`config.mk`:
```
export PLATFORM = sky130hd
export DESIGN_NAME = ple_cell
export DESIGN_NICKNAME = d
export VERILOG_FILES = /design/src/design/ple_pkg.sv /design/src/design/ple_cell.sv
export SDC_FILE = /design/constraint.sdc
export NUM_CORES = 1
export LEC_CHECK = 0
export BUFFER_PORTS_ARGS = -buffer_cell sky130_fd_sc_hd__buf_4
export CAP_MARGIN = 20
export CORE_MARGIN = 3
export CORE_UTILIZATION = 45
export CTS_BUF_LIST = sky130_fd_sc_hd__clkbuf_4 sky130_fd_sc_hd__clkbuf_8
export CTS_CLUSTER_DIAMETER = 60
export DETAILED_ROUTE_END_ITERATION = 16
export PLACE_DENSITY = 0.86
export REMOVE_ABC_BUFFERS = 1
export SYNTH_ARGS = -nofsm -noshare
export SYNTH_HDL_FRONTEND = slang
export SYNTH_SLANG_ARGS = --single-unit
export TNS_END_PERCENT = 100
```
`constraint.sdc`:
```
create_clock -name clk -period 10.5 [get_ports clk]
set_input_delay 2.1 -clock clk [delete_from_list [all_inputs] [get_ports clk]]
set_output_delay 2.1 -clock clk [all_outputs]
set_load 0.05 [all_outputs]
```
`src/design/ple_pkg.sv`:
```
`default_nettype none

package ple_pkg;

	localparam int unsigned DATA_W       = 32;
	localparam int unsigned DEF_CAPACITY = 64;

	// operation codes of the input word
	typedef enum logic [2:0] {
		OP_INS_FRONT = 3'd0,
		OP_INS_BACK  = 3'd1,
		OP_INS_AT    = 3'd2,
		OP_REM_FRONT = 3'd3,
		OP_REM_BACK  = 3'd4,
		OP_REM_AT    = 3'd5,
		OP_CONTAINS  = 3'd6,
		OP_READ      = 3'd7
	} op_t;

	typedef enum logic [1:0] {
		ST_OK    = 2'd0,
		ST_RANGE = 2'd1,
		ST_EMPTY = 2'd2,
		ST_FULL  = 2'd3
	} status_t;

	// action broadcast to every cell
	typedef enum logic [2:0] {
		K_NONE = 3'd0,
		K_INS  = 3'd1,
		K_REM  = 3'd2,
		K_CMP  = 3'd3,
		K_RD   = 3'd4
	} kind_t;

	typedef struct packed {
		kind_t              kind;
		logic [DATA_W-1:0]  value;
	} cell_ctrl_t;

endpackage

`default_nettype wire

```
`src/design/ple_cell.sv`:
```
`default_nettype none

module ple_cell #(
	parameter int unsigned CNT_W = 7,
	parameter int unsigned INDEX = 0
) (
	input  wire logic                       clk,
	input  wire ple_pkg::cell_ctrl_t        ctrl,
	input  wire logic [CNT_W-1:0]           pos,
	input  wire logic [CNT_W-1:0]           cnt,
	input  wire logic [ple_pkg::DATA_W-1:0] left_data,
	input  wire logic [ple_pkg::DATA_W-1:0] right_data,
	output logic      [ple_pkg::DATA_W-1:0] data,
	output logic                            hit,
	output logic      [ple_pkg::DATA_W-1:0] rd_data
);
	import ple_pkg::*;

	localparam logic [CNT_W-1:0] MY_IDX = CNT_W'(INDEX);

	logic [DATA_W-1:0] entry_q;
	logic              hit_q;
	logic [DATA_W-1:0] rd_q;

	// entry: take from left on insert above the gap, the new value at the gap, from right on remove
	always_ff @(posedge clk) begin
		case (ctrl.kind)
			K_INS: begin
				if (MY_IDX > pos) begin
					entry_q <= left_data;
				end else if (MY_IDX == pos) begin
					entry_q <= ctrl.value;
				end
			end
			K_REM: begin
				if (MY_IDX >= pos) begin
					entry_q <= right_data;
				end
			end
			default: begin
			end
		endcase
	end

	always_ff @(posedge clk) begin
		hit_q <= (ctrl.kind == K_CMP) && (MY_IDX < cnt) && (entry_q == ctrl.value);
		rd_q  <= ((ctrl.kind == K_RD) && (MY_IDX == pos)) ? entry_q : '0;
	end

	assign data    = entry_q;
	assign hit     = hit_q;
	assign rd_data = rd_q;

endmodule

`default_nettype wire

```
==> results.md, run 1 <==
- HP Start: data[13]$_DFFE_PP_
- DRT Pass-1 Iters: 4
- Sequential Power Share: 0.483
- Clk_skew: 0.00902 ns
- Area of the multi-input gates: 0.00105 sq mm
- Vias in the first global route: 2153
- DR iter-0 viols: 51
- TritonCTS clock tree: built
- Final ANT Viol Nets: 0
- Critical path endpoint category: flop
- Netlist Area Pre-Place: 0.00270 sq mm
- Clock tree buffer depth: 2
- CP Launch Point: pos[4]
- RSZ-0062 raised after global routing: false
- Max Cap Violations: 0
- Synthesis warning total: 0
- Via count: 2039
- Most Crowded Layer GR: met2
- Int Power: 446 uW
- Switching share of power: 0.194
- Worst-Skew Late Latency: 0.33 ns
- Met2 Usage GRT: 0.353
- Worst setup path class: in2reg
- Synth top area cells: edfxtp_1, dfxtp_1, mux2_2
- Area Growth Syn to Fin: 52.2%
- Max Fclk: 269 MHz
- CTS H-tree lvls: 3
- Top-count cell post-synth: dfxtp_1
- CTS clock-pin slew for the worst setup and hold paths: 0.07 ns
- # nets final: 456
- First-pass GRT wire length: 10.7 mm
- Site row count: 27
- Register area: 0.00162 sq mm
- Synth top area share: 0.357
- Number of distinct library cells after synthesis: 19
- Final Hold Fails: 0
- Worst EP arrival: 3.72 ns
- # diodes: 0
- Chip width: 83.4 um
- Initial core utilization: 0.478
- LEAKAGE: 1.80 nW
- Seq cells post-synth: 65
- Post-cts sizing count: 0
- Post-synthesis cell count: 188
- Crit Path Max Fanout: 23
- Drt drc: 0
- Pin count of the biggest net entering global routing: 24
- Worst R2R Path Depth: 4
- Setup slack at placement: 6.39 ns
- Final WS setup: 6.78 ns
- IO Pins: 179
- Final min period: 3.72 ns
- Worst slew pin tran: 0.832 ns
- P per Cell Area: 135 mW/mm^2
- PortBufs: 146
- Hold/Removal Path Class: reg2reg
- Fill cells: 424
- Register area share after synthesis: 0.602
- Met1 GRT Util: 0.214
- Die area: 0.00695 sq mm
- Root buffer cell: clkbuf_8
- Remaining global-route overflow: 0
- Crit path launch type: input port
- Core Box Area: 0.00564 sq mm
- Top_reg_cell synth: dfxtp_1
- Clk network pwr share: 0.432
- Met3 GRT Util: 0.0694
- Most common library cells after synthesis: dfxtp_1, edfxtp_1, mux2_2
- Post-synth EDFFs: 32
- WP data required: 10.50 ns
- Gp weighted congestion: 0.756
- Setup TNS Final: 0 ns
- Post CTS Setup Buffer Count: 0
- Crit share post-route: 0.354
- Gr usage total: 0.201
- Final Slew Violations: 0
- Logic pwr share: 0.086
- Num CTS Buffers: 9
- NetSw: 107 uW
- Setup-failing EPs final: 0
- Sinks on Clock Net: 65
- WL/cell: 16.3 um
- WL final: 6.84 mm
- Die height: 83.4 um
- Routed vias/inst: 4.87
- Synth Area per Inst: 14.3 sq um
- FFs w/ async S/R, synth: 0
- Slew headroom: 0.445
- Dpl hpwl: 5.43 mm
- Status: complete, no violations
- Critical R2R Launch: data[2]$_DFFE_PP_
- Peak supply drop: 0.0902 mV
- WHS Path Cells: 1
- Initial antenna violation count: 0
- Hold-fix buffers at CTS: 0
- Post-synth top area cell: edfxtp_1
- Share of cells above drive strength 1: 0.660
==> power by group through the flow <==
stage	Sequential, mW	Clock, mW	Combinational, mW
floorplan	0.274	0	0.0164
global placement	0.273	0	0.0459
detailed placement	0.273	0	0.0477
CTS	0.267	0.243	0.0479
global route	0.267	0.255	0.0515
finish	0.267	0.239	0.0475
==> critical path, cell delays in order <==
cell and delay (ns):
buf_4 0.11, nor4_1 0.26, nand2_1 0.16, nor3_2 0.65, buf_4 0.44
==> layout make-up <==
cell class	instances	share of cell area
multi-input cells	117	0.255
repair buffers	149	0.273
clock buffers	13	0.0390
well taps	72	0.0220
clock inverters	3	0.0156
flip-flops and latches	65	0.395
==> sequential cells by signal (all words and copies together), names as in the netlist <==
signal and flops:
data 32, hit 1, rd_data 32
==> worst paths after layout <==
kind | to | slack [ns]
worst max-delay path | data[13]$_DFFE_PP_ | 6.78
worst max register to register | hit$_DFF_P_ | 9.00
worst min-delay path | rd_data[13]$_SDFF_PN0_ | 0.54
worst min register to register | rd_data[13]$_SDFF_PN0_ | 0.54
==> layout by cell type, fill, tap and decap left out, drive strengths merged <==
cell type	instances
nor3	3
edfxtp	32
nor4b	1
nand4	2
xor2	27
xnor2	6
buf	149
o41ai	1
clkinv	1
nor3b	1
nand2	1
nor4	8
dfxtp	33
or4	1
and4b	1
mux2	32
clkbuf	13
nand3	1
and2	32
bufinv	2
==> cell families (layout without fill, tap and decap cells) <==
group                  count (synthesis)  count (layout)  share of synthesized area
XOR/XNOR                              33              33                      0.107
multiplexers                          32              32                      0.134
flip-flops                            65              65                      0.602
buffers and inverters                  6             165                     0.0139
AO/OA/AOI/OAI                          1               1                    0.00325
AND/OR/NAND/NOR                       51              51                      0.140
==> metal layers <==
| metal | wire (um) | part of all wire |
|---|---|---|
| met5 | 0 | 0 |
| met4 | 210 | 0.031 |
| met3 | 500 | 0.073 |
| met2 | 3660 | 0.53 |
| met1 | 2480 | 0.36 |
==> per-stage QoR <==
step | utilization | instance area, sq um | hold slack, ns | total power, mW | instances
2_1_floorplan | - | 2660 | 0.865 | 0.290 | 182
3_3_place_gp | 0.687 | 3880 | 0.510 | 0.318 | 403
3_5_place_dp | 0.687 | 3880 | 0.523 | 0.320 | 403
4_1_cts | 0.727 | 4100 | 0.540 | 0.557 | 419
5_1_grt | 0.727 | 4100 | 0.551 | 0.573 | 419
6_report | 0.727 | 4100 | 0.536 | 0.553 | 419
Note: power is estimated with default switching activity, not from simulation.
==> run 2, diff against run 1 <==
CORE_UTILIZATION = 39   (was 45)
PLACE_DENSITY = 0.79   (was 0.86)
clock period = 3.25 ns   (was 10.5 ns; I/O delays follow)
==> run 2 against run 1 <==
Net effect: combinational power rose to 3.3 times the previous value; cell count up 1.4%; worst hold slack better by 0.0048 ns; total power grew to 3.1 times the previous value; die area is 14% higher; first-iteration DRC count is 25% lower; clock skew is essentially flat; sequential share of layout area grew 0.097 points; flip-flop and latch count is the same; cell area decreased by 0.24%; worst setup slack worse by 5.3 ns; critical path type unchanged; largest cell class unchanged; highest routed layer unchanged.
==> results.md, run 2 (synthesized netlist as in run 1, its figures left out) <==
- Via count: 2003
- Share of cells above drive strength 1: 0.664
- Clock tree buffer depth: 2
- Placed Instances: 409
- Remaining global-route overflow: 0
- CTS H-tree lvls: 3
- TritonCTS clock tree: built
- Most frequent cells in the layout: buf_4, dfxtp_1, mux2_2, edfxtp_1, and2_2
- # nets final: 457
- Vias in the first global route: 2084
- Crit share post-route: 0.548
- Max Cap Violations: 0
- Core Box Area: 0.00653 sq mm
- Post-cts sizing count: 0
- Critical path endpoint category: flop
- DRT Pass-1 Iters: 3
- Die height: 89.1 um
- Leading cell type in the layout, fill and taps excluded: buf_4
- Dpl hpwl: 5.21 mm
- Fill cells: 565
- Final Hold Fails: 0
- Die area: 0.00794 sq mm
- WL final: 6.82 mm
- Slew headroom: 0.704
- WL/cell: 16.0 um
- Hold/Removal Path Class: reg2reg
- Worst-Skew Late Latency: 0.33 ns
- First-pass GRT wire length: 10.0 mm
- Status: complete, no violations
- Max Fclk: 561 MHz
- Fin cells: 425
- Worst EP arrival: 1.76 ns
- Critical R2R Launch: data[5]$_DFFE_PP_
- Chip width: 89.1 um
- Worst R2R Path Depth: 4
- Crit path launch type: input port
- # diodes: 0
- Peak supply drop: 0.282 mV
- Worst setup path class: in2reg
- PortBufs: 146
- Pin count of the biggest net entering global routing: 33
- Final ANT Viol Nets: 0
- Worst slew pin tran: 0.439 ns
- DR iter-0 viols: 38
- RSZ-0062 raised after global routing: false
- Hold WS: 0.541 ns
- Num CTS Buffers: 9
- Final min period: 1.78 ns
- FF-to-FF setup slack: 1.66 ns
- WP data required: 3.22 ns
- Gp weighted congestion: 0.727
- Drt drc: 0
- P per Cell Area: 417 mW/mm^2
- Post CTS Setup Buffer Count: 0
- IO Pins: 179
- LEAKAGE: 1.80 nW
- Clk_skew: 0.00928 ns
- Site row count: 29
- Setup-failing EPs final: 0
- Final Slew Violations: 0
- Worst Hold Endpoint: rd_data[6]$_SDFF_PN0_
- Hold-fix buffers at CTS: 0
- Crit Path Max Fanout: 32
- Initial core utilization: 0.413
- Routed vias/inst: 4.71
- Area Growth Syn to Fin: 51.8%
- Critical R2R Capture: hit$_DFF_P_
- Sinks on Clock Net: 65
- CTS clock-pin slew for the worst setup and hold paths: 0.07 ns
- Initial antenna violation count: 0
- Root buffer cell: clkbuf_8
- HP Start: data[6]$_DFFE_PP_
- WHS Path Cells: 1
- Gr usage total: 0.173
## run 2: stage by stage
stage | util | TNS (ns) | setup slack, ns | instance area (sq um) | power [mW]
after floorplan | - | -16.52 | -0.516 | 2660 | 0.937
after global placement | 0.596 | 0 | 1.09 | 3890 | 1.03
after detailed placement | 0.596 | 0 | 1.09 | 3890 | 1.04
after CTS | 0.626 | 0 | 1.45 | 4090 | 1.73
after global routing | 0.626 | 0 | 1.37 | 4090 | 1.78
final | 0.626 | 0 | 1.47 | 4090 | 1.71
## run 2: layout make-up
class | count | area [sq um] | share of cell area
tap | 77 | 96.3 | 0.0235
clock inverter | 3 | 40.0 | 0.00979
clock buffer | 13 | 160 | 0.0391
timing repair buffer | 150 | 1130 | 0.275
multi-input combinational | 117 | 1050 | 0.256
sequential | 65 | 1620 | 0.396
## run 2: power by group
| part | total, mW | switching [mW] | leakage, nW | internal (mW) |
|---|---|---|---|---|
| clock network | 0.689 | 0.290 | 0.108 | 0.399 |
| logic | 0.155 | 0.0522 | 1.14 | 0.102 |
| registers | 0.862 | 0.000816 | 0.553 | 0.862 |
| total | 1.71 | 0.343 | 1.80 | 1.36 |
## run 2: worst max-delay path by stage
stage	start	depth (start not counted)	endpoint
3_3_place_gp	pos[4]	5	data[7]$_DFFE_PP_
6_report	pos[4]	5	data[24]$_DFFE_PP_
5_1_grt	pos[4]	5	data[1]$_DFFE_PP_
3_5_place_dp	pos[5]	5	data[7]$_DFFE_PP_
4_1_cts	pos[5]	5	data[15]$_DFFE_PP_
2_1_floorplan	pos[4]	3	data[0]$_DFFE_PP_
## run 2: critical path: stages
cell	delay, ns
buf_4	0.11
nor4_1	0.25
nand2_1	0.15
nor3_2	0.17
buf_4	0.40
## run 2: per-layer routing
metal | vias up | wire, um | global-route usage
li1 | 973 | - | -
met1 | 932 | 2520 | 0.182
met2 | 89 | 3600 | 0.312
met3 | 9 | 590 | 0.0654
met4 | 0 | 102 | 0.0650
met5 | - | 0 | 0
==> run 3, diff against run 2 <==
ABC_AREA = 1   (was unset)
CORE_UTILIZATION = 40   (was 39)
clock period = 1.46 ns   (was 3.25 ns; I/O delays follow)
==> run 3 against run 2 <==
Net effect: die area increased by 6.9%; first-iteration DRC count increased by 29%; sequential share of layout area decreased by 3.0 points; global-route usage decreased by 0.13 points; non-clock buffer count increased by 3; synthesized cell count increased by 78%; cell area increased by 8.2%; core utilization increased by 0.78 points; via count increased by 27%; worst hold slack got worse by 0.28 ns; worst setup slack got worse by 1.3 ns; clock skew decreased by 0.0033 ns.
==> results.md, run 3 <==
- FFs w/ async S/R, synth: 0
- TritonCTS clock tree: built
- Via count: 2551
- Leading cell type in the layout, fill and taps excluded: buf_4
- Site row count: 30
- P per Cell Area: 880 mW/mm^2
- Post CTS Setup Buffer Count: 0
- Buf/Inv on CP: 1
- Crit path to: data[11]
- Synthesis warning total: 0
- Dpl hpwl: 5.70 mm
- Chip width: 92.2 um
- Slew headroom: 0.772
- CTS clock-pin slew for the worst setup and hold paths: 0.07 ns
- Crit path max-delay family: flip-flops
- Hold-fix buffers at CTS: 0
- WL final: 7.16 mm
- Placed Instances: 576
- Share of cells above drive strength 1: 0.433
- Register area share after synthesis: 0.546
- Synth top area share: 0.324
- RSZ-0062 raised after global routing: false
- Post-synthesis cell count: 335
- Final ANT Viol Nets: 0
- Final Slew Violations: 0
- Clk_skew: 0.00601 ns
- Total power: 3.90 mW
- Crit path launch type: flop
- Drt drc: 0
- IO Pins: 179
- Post-synth top area cell: edfxtp_1
- Critical R2R Capture: hit$_DFF_P_
- Post-Synth Simple-Gate Area: 0.252
- Fin cells: 592
- Clock tree buffer depth: 2
- Setup TNS Final: 0 ns
- Vias in the first global route: 2545
- Initial core utilization: 0.425
- Remaining global-route overflow: 0
- First-pass GRT wire length: 11.5 mm
- Gp weighted congestion: 0.743
- Worst slew pin tran: 0.342 ns
- PortBufs: 146
- Pin count of the biggest net entering global routing: 27
- FF-to-FF setup slack: 0.30 ns
- Seq cells post-synth: 65
- Area Growth Syn to Fin: 49.1%
- # nets final: 605
- XOR/XNOR Fraction of Synth Area: 0.0324
- Post-synth EDFFs: 32
- Largest stage delay on the critical path: 0.45 ns
- Core Box Area: 0.00698 sq mm
- Synth top area cells: edfxtp_1, dfxtp_1, nand2_1
- Hold/Removal Path Class: in2reg
- Status: complete, no violations
- Gr usage total: 0.172
- Die area: 0.00849 sq mm
- Synth Area per Inst: 8.86 sq um
- Top_reg_cell synth: dfxtp_1
- Post-synthesis adder-cell area fraction: 0
- Worst EP arrival: 1.00 ns
- Worst-Skew Late Latency: 0.33 ns
- Crit share post-route: 0.883
- Post-cts sizing count: 0
- Final min period: 1.29 ns
- Root buffer cell: clkbuf_8
- CP Launch Point: data[11]$_DFFE_PP_
- Worst R2R Path Depth: 8
- Critical Path Slowest Stage Cell: edfxtp_1
- Crit Path Max Fanout: 3
- WP data required: 1.17 ns
- Top-count cell post-synth: nand2_1
- Cells along the critical path: buf_4
- Fill cells: 607
- Die height: 92.2 um
- Largest family of logic cells by synthesized area: simple AND/OR/NAND/NOR gates
- Max Cap Violations: 0
- Critical R2R Launch: data[15]$_DFFE_PP_
- Num CTS Buffers: 9
- Post-synthesis mux area share: 0.0417
- Sinks on Clock Net: 65
- Critical path endpoint category: output pin
- Util after Layout: 0.634
- Routed vias/inst: 4.31
- Crit. path cell count: 1
- Compound-Gate Fraction of Synth Area: 0.0354
- DRT Pass-1 Iters: 4
- WL/cell: 12.1 um
- Worst setup path class: reg2out
- Final Hold Fails: 0
- Max Fclk: 776 MHz
- Hold WS: 0.265 ns
- Initial antenna violation count: 0
- Netlist Area Pre-Place: 0.00297 sq mm
- CTS H-tree lvls: 3
- LEAKAGE: 2.22 nW
- DR iter-0 viols: 49
- Number of distinct library cells after synthesis: 22
- Setup-failing EPs final: 0
- Peak supply drop: 0.587 mV
- Most common library cells after synthesis: nand2_1, inv_1, nor2_1
- Most frequent cells in the layout: buf_4, nand2_1, inv_1
- # diodes: 0
run 3: metal layers:
layer | routed length (um) | GRT usage | vias to the layer above
met5 | 0 | 0 | -
met4 | 70 | 0.0718 | 0
met3 | 500 | 0.0476 | 6
met2 | 3870 | 0.316 | 83
met1 | 2710 | 0.183 | 1127
li1 | - | - | 1335
run 3: worst min path at each step:
stage	from	cells after the start	endpoint	slack, ns
global route	right_data[26]	2	data[26]$_DFFE_PP_	0.25
detailed placement	data[6]$_DFFE_PP_	2	rd_data[6]$_SDFF_PN0_	0.54
floorplan	right_data[11]	1	data[11]$_DFFE_PP_	0.51
finish	right_data[23]	2	data[23]$_DFFE_PP_	0.26
CTS	right_data[17]	2	data[17]$_DFFE_PP_	0.24
global placement	data[18]$_DFFE_PP_	2	rd_data[18]$_SDFF_PN0_	0.53
run 3: logic make-up (layout without fill, tap and decap cells):
group           after synthesis  after routing
xor+xnor                     11             11
flops                        65             65
compound gates               21             21
mux                          11             11
simple gates                163            163
buf+inv                      64            225
run 3: cell type report:
| class | instances | area, sq um | share of cell area |
|---|---|---|---|
| sequential | 65 | 1620 | 0.366 |
| inverter | 56 | 210 | 0.0475 |
| multi-input combinational | 206 | 1070 | 0.243 |
| timing repair buffer | 153 | 1190 | 0.268 |
| clock inverter | 2 | 35.0 | 0.00791 |
| tap | 96 | 120 | 0.0271 |
| clock buffer | 14 | 180 | 0.0407 |
run 3: power by group:
group	internal, mW	total [mW]	switching, mW
clock	0.965	1.61	0.643
sequential	1.92	1.92	0.00190
combinational	0.220	0.367	0.147
total	3.10	3.90	0.792
run 3: metrics by stage:
| stage | cell area [sq um] | setup WS [ns] |
|---|---|---|
| after CTS | 4430 | 0.137 |
| after global placement | 4210 | -0.0641 |
| after floorplan | 2910 | -0.0950 |
| after detailed placement | 4210 | -0.0838 |
| after global routing | 4430 | 0.135 |
| final | 4430 | 0.171 |
run 3: worst reg2reg max path, cell delays in order (launching register included):
cell and delay [ns]:
edfxtp_1 0.38, inv_1 0.07, nand2_1 0.06, nand2_1 0.05, nor2_1 0.10, nand2_1 0.06, nor2_1 0.16, nand3_1 0.14
nor2_1 0.09
